===== src/design/eased_colour_fade_interpolator_assert.svh =====
// Assertion macros shared by the fade interpolator RTL.
`ifndef EASED_COLOUR_FADE_INTERPOLATOR_ASSERT_SVH
`define EASED_COLOUR_FADE_INTERPOLATOR_ASSERT_SVH

// Same-cycle implication, sampled on clock, off while reset is high.
`define ECFI_ASSERT_IMPL(lbl, ante, cons, msg) \
   lbl: assert property (@(posedge clock) disable iff (reset) (ante) |-> (cons)) \
      else $error(msg);

// Next-cycle implication, sampled on clock, off while reset is high.
`define ECFI_ASSERT_NEXT(lbl, ante, cons, msg) \
   lbl: assert property (@(posedge clock) disable iff (reset) (ante) |=> (cons)) \
      else $error(msg);

`endif


===== src/design/ecfi_pkg.sv =====
package ecfi_pkg;

   localparam int unsigned CHANNELS = 4;
   localparam int unsigned CHAN_W   = 8;
   localparam int unsigned TAG_W    = 16;
   localparam int unsigned TIME_W   = 16;
   localparam int unsigned Q_W      = 17;   // unsigned Q1.16, holds 1.0

   localparam logic [Q_W-1:0] Q_ONE  = 17'h10000;
   localparam logic [Q_W-1:0] Q_HALF = 17'h08000;

   localparam logic [TIME_W-1:0] DURATION_RESET = 16'd300;
   localparam logic              ENABLE_RESET   = 1'b0;

   // CSR register indexes
   localparam logic CSR_DURATION = 1'b0;
   localparam logic CSR_ENABLE   = 1'b1;

   typedef enum logic [1:0] {
      MODE_PASS_FROM,
      MODE_PASS_TO,
      MODE_BLEND
   } mode_type;

   typedef struct packed {
      logic [TAG_W-1:0]                 tag;
      logic [CHANNELS-1:0][CHAN_W-1:0]  from_ch;
      logic [CHANNELS-1:0][CHAN_W-1:0]  to_ch;
      mode_type                         mode;
   } item_type;

endpackage


===== src/design/eased_colour_fade_interpolator.sv =====
// The pipe holds 15 register stages from the accepted req word to rsp_tvalid.
// Throughput: one word per cycle; the whole pipe holds while rsp is stalled.
// Capture, then eight divide stages at two quotient bits each, then the ease
// operand, square, cube, ease, blend magnitude and output register stages.
// Reset clears all valid bits and sets duration to 300 ms, fade disabled.
`include "eased_colour_fade_interpolator_assert.svh"

module eased_colour_fade_interpolator (
   input  logic        clock,
   input  logic        reset,
   // tdata: pixel_index[15:0], elapsed_ms[31:16], from_red[39:32],
   //        from_green[47:40], from_blue[55:48], from_white[63:56],
   //        to_red[71:64], to_green[79:72], to_blue[87:80], to_white[95:88]
   input  logic [95:0] req_tdata,
   input  logic        req_tvalid,
   output logic        req_tready,
   // tdata: pixel_tag[15:0], out_red[23:16], out_green[31:24],
   //        out_blue[39:32], out_white[47:40]
   output logic [47:0] rsp_tdata,
   // tuser: fade_done[0]
   output logic        rsp_tuser,
   output logic        rsp_tvalid,
   input  logic        rsp_tready,
   input  logic        csr_valid,
   output logic        csr_ready,
   input  logic        csr_index,
   input  logic [15:0] csr_wdata
);

   localparam int unsigned DIV_STAGES = 8;
   localparam int unsigned S_DIV_END  = DIV_STAGES;
   localparam int unsigned S_X        = S_DIV_END + 1;
   localparam int unsigned S_SQ       = S_X + 1;
   localparam int unsigned S_CUBE     = S_SQ + 1;
   localparam int unsigned S_EASE     = S_CUBE + 1;
   localparam int unsigned S_MAG      = S_EASE + 1;
   localparam int unsigned S_OUT      = S_MAG + 1;
   localparam int unsigned STAGES     = S_OUT + 1;

   localparam int unsigned TW = ecfi_pkg::TIME_W;
   localparam int unsigned QW = ecfi_pkg::Q_W;
   localparam int unsigned CW = ecfi_pkg::CHAN_W;
   localparam int unsigned NC = ecfi_pkg::CHANNELS;

   // ---------------- configuration ----------------
   logic [TW-1:0] duration_ff;
   logic          enable_ff;

   assign csr_ready = 1'b1;

   always_ff @(posedge clock) begin
      if (reset) begin
         duration_ff <= ecfi_pkg::DURATION_RESET;
         enable_ff   <= ecfi_pkg::ENABLE_RESET;
      end else if (csr_valid) begin
         unique case (csr_index)
            ecfi_pkg::CSR_DURATION: duration_ff <= csr_wdata;
            ecfi_pkg::CSR_ENABLE:   enable_ff   <= csr_wdata[0];
            default: ;
         endcase
      end
   end

   // ---------------- pipeline control ----------------
   logic                 advance;
   logic [STAGES-1:0]    valid_ff;
   ecfi_pkg::item_type   item_ff [STAGES];

   assign advance    = !valid_ff[S_OUT] || rsp_tready;
   assign req_tready = advance;
   assign rsp_tvalid = valid_ff[S_OUT];

   always_ff @(posedge clock) begin
      if (reset) begin
         valid_ff <= '0;
      end else if (advance) begin
         valid_ff <= {valid_ff[STAGES-2:0], req_tvalid};
      end
   end

   // ---------------- stage 0: capture and classify ----------------
   logic [TW-1:0]      elapsed_in;
   ecfi_pkg::item_type item_in;
   logic [TW-1:0]      rem_ff [DIV_STAGES+1];
   logic [TW-1:0]      quo_ff [DIV_STAGES+1];

   always_comb begin
      elapsed_in    = req_tdata[31:16];
      item_in.tag   = req_tdata[15:0];
      item_in.from_ch = req_tdata[63:32];
      item_in.to_ch   = req_tdata[95:64];
      if (!enable_ff) begin
         item_in.mode = ecfi_pkg::MODE_PASS_FROM;
      end else if (duration_ff == '0 || elapsed_in >= duration_ff) begin
         item_in.mode = ecfi_pkg::MODE_PASS_TO;
      end else begin
         item_in.mode = ecfi_pkg::MODE_BLEND;
      end
   end

   always_ff @(posedge clock) begin
      if (advance) begin
         item_ff[0] <= item_in;
         rem_ff[0]  <= elapsed_in;
         quo_ff[0]  <= '0;
      end
   end

   // items ride along unchanged through the later stages
   for (genvar s = 1; s < STAGES; s++) begin : g_item
      always_ff @(posedge clock) begin
         if (advance) begin
            item_ff[s] <= item_ff[s-1];
         end
      end
   end

   // ---------------- progress divide: (elapsed << 16) / duration ----------------
   // Restoring divide; the remainder stays below the divisor on blend words.
   for (genvar k = 1; k <= DIV_STAGES; k++) begin : g_div
      logic [TW:0]   try_a;
      logic [TW:0]   try_b;
      logic          ge_a;
      logic          ge_b;
      logic [TW-1:0] rem_a;
      logic [TW-1:0] rem_in;
      logic [TW-1:0] quo_in;

      always_comb begin
         try_a  = {rem_ff[k-1], 1'b0};
         ge_a   = try_a >= {1'b0, duration_ff};
         rem_a  = ge_a ? TW'(try_a - {1'b0, duration_ff}) : try_a[TW-1:0];
         try_b  = {rem_a, 1'b0};
         ge_b   = try_b >= {1'b0, duration_ff};
         rem_in = ge_b ? TW'(try_b - {1'b0, duration_ff}) : try_b[TW-1:0];
         quo_in = {quo_ff[k-1][TW-3:0], ge_a, ge_b};
      end

      always_ff @(posedge clock) begin
         if (advance) begin
            rem_ff[k] <= rem_in;
            quo_ff[k] <= quo_in;
         end
      end
   end

   // ---------------- ease curve ----------------
   // Lower half cubes p, upper half cubes q = 2 - 2p; both share the multipliers.
   logic [TW-1:0]  prog;
   logic [QW-1:0]  x_in;
   logic [QW-1:0]  x_ff;
   logic           lower_x_ff;
   logic [2*QW-1:0] sq_prod_in;
   logic [QW-1:0]  sq_ff;
   logic [QW-1:0]  x_sq_ff;
   logic           lower_sq_ff;
   logic [2*QW-1:0] cube_prod_in;
   logic [QW-1:0]  cube_ff;
   logic           lower_cube_ff;
   logic [QW-1:0]  ease_in;
   logic [QW-1:0]  ease_ff;

   assign prog         = quo_ff[DIV_STAGES];
   assign x_in         = prog[TW-1] ? QW'((2 * ecfi_pkg::Q_ONE) - {prog, 1'b0})
                                    : {1'b0, prog};
   assign sq_prod_in   = (2*QW)'(x_ff) * (2*QW)'(x_ff);
   assign cube_prod_in = (2*QW)'(sq_ff) * (2*QW)'(x_sq_ff);
   assign ease_in      = lower_cube_ff ? {cube_ff[QW-3:0], 2'b00}
                                       : QW'(ecfi_pkg::Q_ONE - {1'b0, cube_ff[QW-1:1]});

   always_ff @(posedge clock) begin
      if (advance) begin
         x_ff          <= x_in;
         lower_x_ff    <= !prog[TW-1];
         sq_ff         <= sq_prod_in[QW+15:16];
         x_sq_ff       <= x_ff;
         lower_sq_ff   <= lower_x_ff;
         cube_ff       <= cube_prod_in[QW+15:16];
         lower_cube_ff <= lower_sq_ff;
         ease_ff       <= ease_in;
      end
   end

   // ---------------- blend ----------------
   logic [NC-1:0][CW-1:0] mag_ff;
   logic [NC-1:0][CW-1:0] mag_in;
   logic [47:0]           rsp_tdata_ff;
   logic [47:0]           rsp_tdata_in;
   logic                  rsp_tuser_ff;
   logic                  rsp_tuser_in;

   always_comb begin
      logic [CW-1:0]    diff;
      logic [CW+QW-1:0] prod;
      for (int c = 0; c < NC; c++) begin
         if (item_ff[S_EASE].to_ch[c] >= item_ff[S_EASE].from_ch[c]) begin
            diff = item_ff[S_EASE].to_ch[c] - item_ff[S_EASE].from_ch[c];
         end else begin
            diff = item_ff[S_EASE].from_ch[c] - item_ff[S_EASE].to_ch[c];
         end
         prod      = (CW+QW)'(diff) * (CW+QW)'(ease_ff);
         mag_in[c] = prod[CW+15:16];
      end
   end

   always_comb begin
      logic [NC-1:0][CW-1:0] colour;
      for (int c = 0; c < NC; c++) begin
         if (item_ff[S_MAG].to_ch[c] >= item_ff[S_MAG].from_ch[c]) begin
            colour[c] = item_ff[S_MAG].from_ch[c] + mag_ff[c];
         end else begin
            colour[c] = item_ff[S_MAG].from_ch[c] - mag_ff[c];
         end
      end
      unique case (item_ff[S_MAG].mode)
         ecfi_pkg::MODE_PASS_FROM: colour = item_ff[S_MAG].from_ch;
         ecfi_pkg::MODE_PASS_TO:   colour = item_ff[S_MAG].to_ch;
         default: ;
      endcase
      rsp_tdata_in = {colour, item_ff[S_MAG].tag};
      rsp_tuser_in = item_ff[S_MAG].mode == ecfi_pkg::MODE_PASS_TO;
   end

   always_ff @(posedge clock) begin
      if (advance) begin
         mag_ff       <= mag_in;
         rsp_tdata_ff <= rsp_tdata_in;
         rsp_tuser_ff <= rsp_tuser_in;
      end
   end

   assign rsp_tdata = rsp_tdata_ff;
   assign rsp_tuser = rsp_tuser_ff;

   // ---------------- assertions ----------------
   `ECFI_ASSERT_NEXT(a_stall_freezes_pipe, !advance, $stable(valid_ff),
      "pipeline moved while output stalled")
   `ECFI_ASSERT_IMPL(a_ease_in_range, valid_ff[S_EASE], ease_ff <= ecfi_pkg::Q_ONE,
      "eased value above one")
   `ECFI_ASSERT_IMPL(a_lower_half_ease, valid_ff[S_CUBE] && lower_cube_ff,
      ease_in < ecfi_pkg::Q_HALF, "lower-half ease reached one half")

endmodule

===== config.mk =====
export PLATFORM = sky130hd
export DESIGN_NAME = eased_colour_fade_interpolator
export DESIGN_NICKNAME = d
export VERILOG_FILES = /design/src/design/ecfi_pkg.sv /design/src/design/eased_colour_fade_interpolator.sv
export VERILOG_INCLUDE_DIRS = /design/src /design/src/design
export SDC_FILE = /design/constraint.sdc
export NUM_CORES = 2
export LEC_CHECK = 0
export BUFFER_PORTS_ARGS = -buffer_cell sky130_fd_sc_hd__buf_2
export CAP_MARGIN = 15
export CORE_MARGIN = 4
export CORE_UTILIZATION = 58
export DETAILED_ROUTE_END_ITERATION = 6
export MAX_ROUTING_LAYER = met4
export PLACE_DENSITY = 0.87
export SYNTH_ARGS = -nofsm -noshare
export SYNTH_HDL_FRONTEND = slang
export SYNTH_SLANG_ARGS = --single-unit

===== constraint.sdc =====
create_clock -name clock -period 48.5 [get_ports clock]
set_clock_uncertainty 0.05 [all_clocks]
set_input_delay 4.85 -clock clock [delete_from_list [all_inputs] [get_ports clock]]
set_output_delay 4.85 -clock clock [all_outputs]
set_load 0.005 [all_outputs]

Yosys cells after proc, flatten, opt, wreduce, memory -nomap -nowiden
Memories as Yosys holds them, arrays and structs flattened.
Index checks and enable logic that the tools add are counted.

word-level totals
  flip-flop bits (word level) = 201
  memory bits (writable) = 1518
  input port bits = 118
  output and inout bits = 52
  word-level logic and storage cells = 128
  memories = 3

memory list
  name     depth  bits a word  rd ports  clocked after memory_dff  wr ports  RTL line                              text
  item_ff  15     82           14        0                         15        eased_colour_fade_interpolator.sv:67  ecfi_pkg::item_type item_ff [STAGES];
  quo_ff   9      16           9         0                         9         eased_colour_fade_interpolator.sv:85  logic [TW-1:0] quo_ff [DIV_STAGES+1];
  rem_ff   9      16           8         0                         9         eased_colour_fade_interpolator.sv:84  logic [TW-1:0] rem_ff [DIV_STAGES+1];

cells by class
  add/sub/neg operators = 34
  multiply operators = 6
  order comparisons = 25
  equality and inequality tests = 1
  mux-type cells = 31
  bitwise logic cells = 1
  reductions and logical operators = 8

operator list
  kind                                                                   count
  17-bit by 16-bit >= comparator with 1-bit output                       16
  16-bit 2-to-1 mux                                                      16
  16-bit subtractor                                                      16
  8-bit by 17-bit multiplier with 24-bit output                          4
  8-bit subtractor                                                       12
  17-bit by 17-bit multiplier with 33-bit output                         2
  8-bit >= comparator                                                    8
  8-bit 2-to-1 mux                                                       8
  32-bit case mux with 2 select lines                                    1
  8-bit adder                                                            4
  17-bit 2-to-1 mux                                                      1
  1-bit by 17-bit subtractor with 17-bit output (first input constant)   1
  17-bit by 16-bit subtractor with 17-bit output (first input constant)  1
  16-bit >= comparator                                                   1
  16-bit logical NOT                                                     1
  15-bit 2-to-1 mux                                                      1
  2-bit 2-to-1 mux                                                       2
  2-bit AND reduction                                                    2
  2-bit by 1-bit == test with 1-bit output (second input constant)       1
  1-bit logical NOT                                                      2
  2-bit logical NOT                                                      1
  1-bit logical OR                                                       2
  1-bit 2-to-1 mux                                                       2
  1-bit inverter                                                         1

Longest topological paths before layout
An unclocked memory read counts as a cell.

  depth in word-level cells = 5
  mapped depth = 35
  mapped depth without buffers = 33

Least setup slack after synthesis
OpenSTA, ideal clock, no wires.

  kind = input port to output port
  start = input port rsp_tready
  end = output port req_tready
  arrival = 45.996 ns
  required time = 43.600 ns
  slack = -2.396 ns
  stages = 4
  buffers on the path = 2
  path through = nor2b_1 -> clkbuf_1 -> inv_1 -> buf_1

on the way
  cells in the longest elaborated chain, start to end = 1

RTL lines
  element           RTL line                              text
  start, declared   eased_colour_fade_interpolator.sv:23  input logic rsp_tready,
  1-bit logical OR  eased_colour_fade_interpolator.sv:69  assign advance = !valid_ff[S_OUT] || rsp_tready;
  end, declared     eased_colour_fade_interpolator.sv:16  output logic req_tready,

No other way between the ends.

Worst setup path in the final report
Same ends and word-level chain as after synthesis.

==> flow_summary.yaml <==
status:
  status: "finished clean"
global_route:
  grt_max_degree: 104
  groute.usage.overall_pct: 24.0
  antenna_found_initial: 0
  grt_pass1_vias: 63800
  grt.overflow.total: 0
  grt_first_pass_wirelength_um: 329000
synthesis:
  netlist_instances: 8012
  synthArstFlopShare_pct: 0
  synth_edf_count: 1517
  synth.cell_area_um2: 98700
  count_of_state_elements_after_synthesis: 1549
  synthesis.area_per_instance_um2: 12.3
  synth.yosys.warnings: 0
  synth.distinct_cells: 91
  synth_nets: 9671
  synth_seq_area_share_pct: 46.8
  synth_ff_type: "edfxtp_1"
route:
  detailed_routing_iteration_count_for_the_pre_antenna_repair_pass: 6
  route.detailed.drc: 0
  iteration_0_drc_markers: 4546
  routed_wl_um: 205000
  vias: 60100
  routed_wire_length_per_instance_um: 19.4
  postRouteAntennaNets: 0
  average_via_count_per_standard_cell: 5.70
clock_tree:
  clkLatencyLatePin_ns: 0.80
  clk_root_buffer_cell: "clkbuf_16"
  h-tree-depth: 4
  cts_repair_resize_count: 0
  tritoncts.num_buffers: 157
  clock_tree.buffer_depth: 3
  cts.reportedPaths.clkPinSlew_ns: 0.06
  cts.sinks: 1549
  post_cts_buffers: 0
  postCtsHoldBufs: 0
  cts_tree: "done"
die:
  dieArea_um2: 177000
  chip_height_um: 421
  floorplan.io_pins: 170
  initial_utilization_pct: 58.3
  rows: 151
  core_area_um2: 169000
  fp.dieW_um: 421
layout:
  final_cell_mix: "1,517 x edfxtp_1, 1,157 x inv_1, 783 x fa_1, 758 x ha_1, 593 x nand2_1"
  design.final.nets: 9861
  multi_input_comb_area_um2: 47200
  layout-area-overhead-vs-synth_pct: 8.98
  final_common_cell: "edfxtp_1"
  num_antenna_cells: 0
  fillers: 11900
  fraction_of_layout_cells_with_a_size_suffix_above_1_pct: 8.58
  ff_latch_area_um2: 46200
timing:
  slew_headroom_pct: 19.4
  grt_setup_unrepaired: "false"
  setup-tns-final_ns: 0
  final-setup-viol-count: 0
  slew_viol_final: 0
  achievable-frequency_ghz: 0.0898
  timing_worst_slew_pin_value_ns: 1.19
  min_period_over_period_pct: 23.0
  number_of_hold_violations_in_the_final_report: 0
  timing.final.crit_period_ns: 11.14
setup_path:
  timing.critical_path.arrival_ns: 6.24
  critPathKind: "in -> out"
  r2r_setup_slack_ns: 39.83
  critPathRequiredTime_ns: 43.60
  worstPathMaxFanout: 103
  setup.worst_path.start_class: "input pin"
  timing.critical_path.to_type: "output pin"
flow_run:
  timing.max_cap.violations: 0
placement:
  finalWeightedCongestion: 0.925
  dpl.hpwl_um: 138000
  io_buffer_count: 168
min_path:
  worst_hold_path_type: "reg -> reg"
-- cell usage after synthesis (49+ instances only) --
master / instances / area, um2
nand3_1: 61 / 305
nor2_1: 271 / 1020
a21oi_1: 302 / 1510
nor3_1: 84 / 420
nand2b_1: 64 / 400
nand2_1: 593 / 2230
edfxtp_1: 1517 / 45600
inv_1: 1158 / 4350
o21ai_0: 201 / 1010
clkbuf_1: 185 / 694
o21bai_1: 54 / 405
mux2i_1: 51 / 510
ha_1: 758 / 9480
a21o_1: 163 / 1220
mux2_2: 160 / 1800
xnor2_1: 250 / 2190
and2_1: 456 / 2850
nand4_1: 52 / 325
fa_1: 783 / 15700
o21a_1: 49 / 368
xor2_1: 119 / 1040
nor2b_1: 197 / 1230
-- worst max-delay path, cell delays in order --
cell,delay (ns)
buf_2,0.10
nor2b_1,0.52
inv_8,0.42
buf_2,0.30
-- path summary, 6_finish.rpt --
check	to	cells after the start	startpoint
max	req_tready	4	rsp_tready
min	item_ff[0][116]$_DFFE_PP_	0	item_ff[0][34]$_DFFE_PP_
max reg2reg	mag_ff[6]$_DFFE_PP_	26	item_ff[1][362]$_DFFE_PP_
min reg2reg	item_ff[0][116]$_DFFE_PP_	0	item_ff[0][34]$_DFFE_PP_
-- cells by family after synthesis --
logic type / synth area share, %
adder cells (fa/ha/maj): 25.5
AO/OA/AOI/OAI: 6.88
other: 0.00380
multiplexers: 2.37
XOR/XNOR: 3.27
flip-flops: 46.8
AND/OR/NAND/NOR: 9.77
buffers and inverters: 5.41
-- state kept, by name, summed over array words and instances, names as in the netlist --
register	count
x_ff	17
mag_ff	32
x_sq_ff	17
lower_sq_ff	1
rem_ff	128
quo_ff	72
cube_ff	17
duration_ff	16
lower_cube_ff	1
enable_ff	1
rsp_tdata	48
sq_ff	17
valid_ff	15
ease_ff	17
item_ff	1148
rsp_tuser	1
lower_x_ff	1
-- layer usage --
| metal | vias up | GRT usage, % | part of all wire (%) |
|---|---|---|---|
| li1 | 27600 | - | - |
| met1 | 29700 | 29.0 | 38 |
| met3 | 593 | 3.45 | 6.5 |
| met4 | 0 | 10.3 | 4.5 |
| met2 | 2250 | 40.7 | 51 |
| met5 | - | - | 0 |
-- stage by stage --
step                      util, %  area (um2)  hold WS [ns]  setup WS, ns  cells
final                        63.5      108000         0.304         37.36  10500
after global routing         63.5      108000         0.312         37.30  10500
after CTS                    63.5      107000         0.303         36.80  10500
after detailed placement     60.3      102000         0.355         36.80  10300
after global placement       60.3      102000         0.350         36.88  10300
after floorplan                 -       98700         0.350          2.49   8012
-- final cells by class --
| class | instances | area share [%] |
|---|---|---|
| Multi-Input combinational cell | 5071 | 43.9 |
| Sequential cell | 1549 | 42.9 |
| Inverter | 1160 | 4.06 |
| Clock buffer | 183 | 3.77 |
| Tap cell | 2218 | 2.58 |
| Timing Repair Buffer | 263 | 1.51 |
| Clock inverter | 104 | 1.24 |
Power is left out: the tool's default activity adds up to more than one toggle a clock period on the data nets, which glitch-free logic cannot reach.
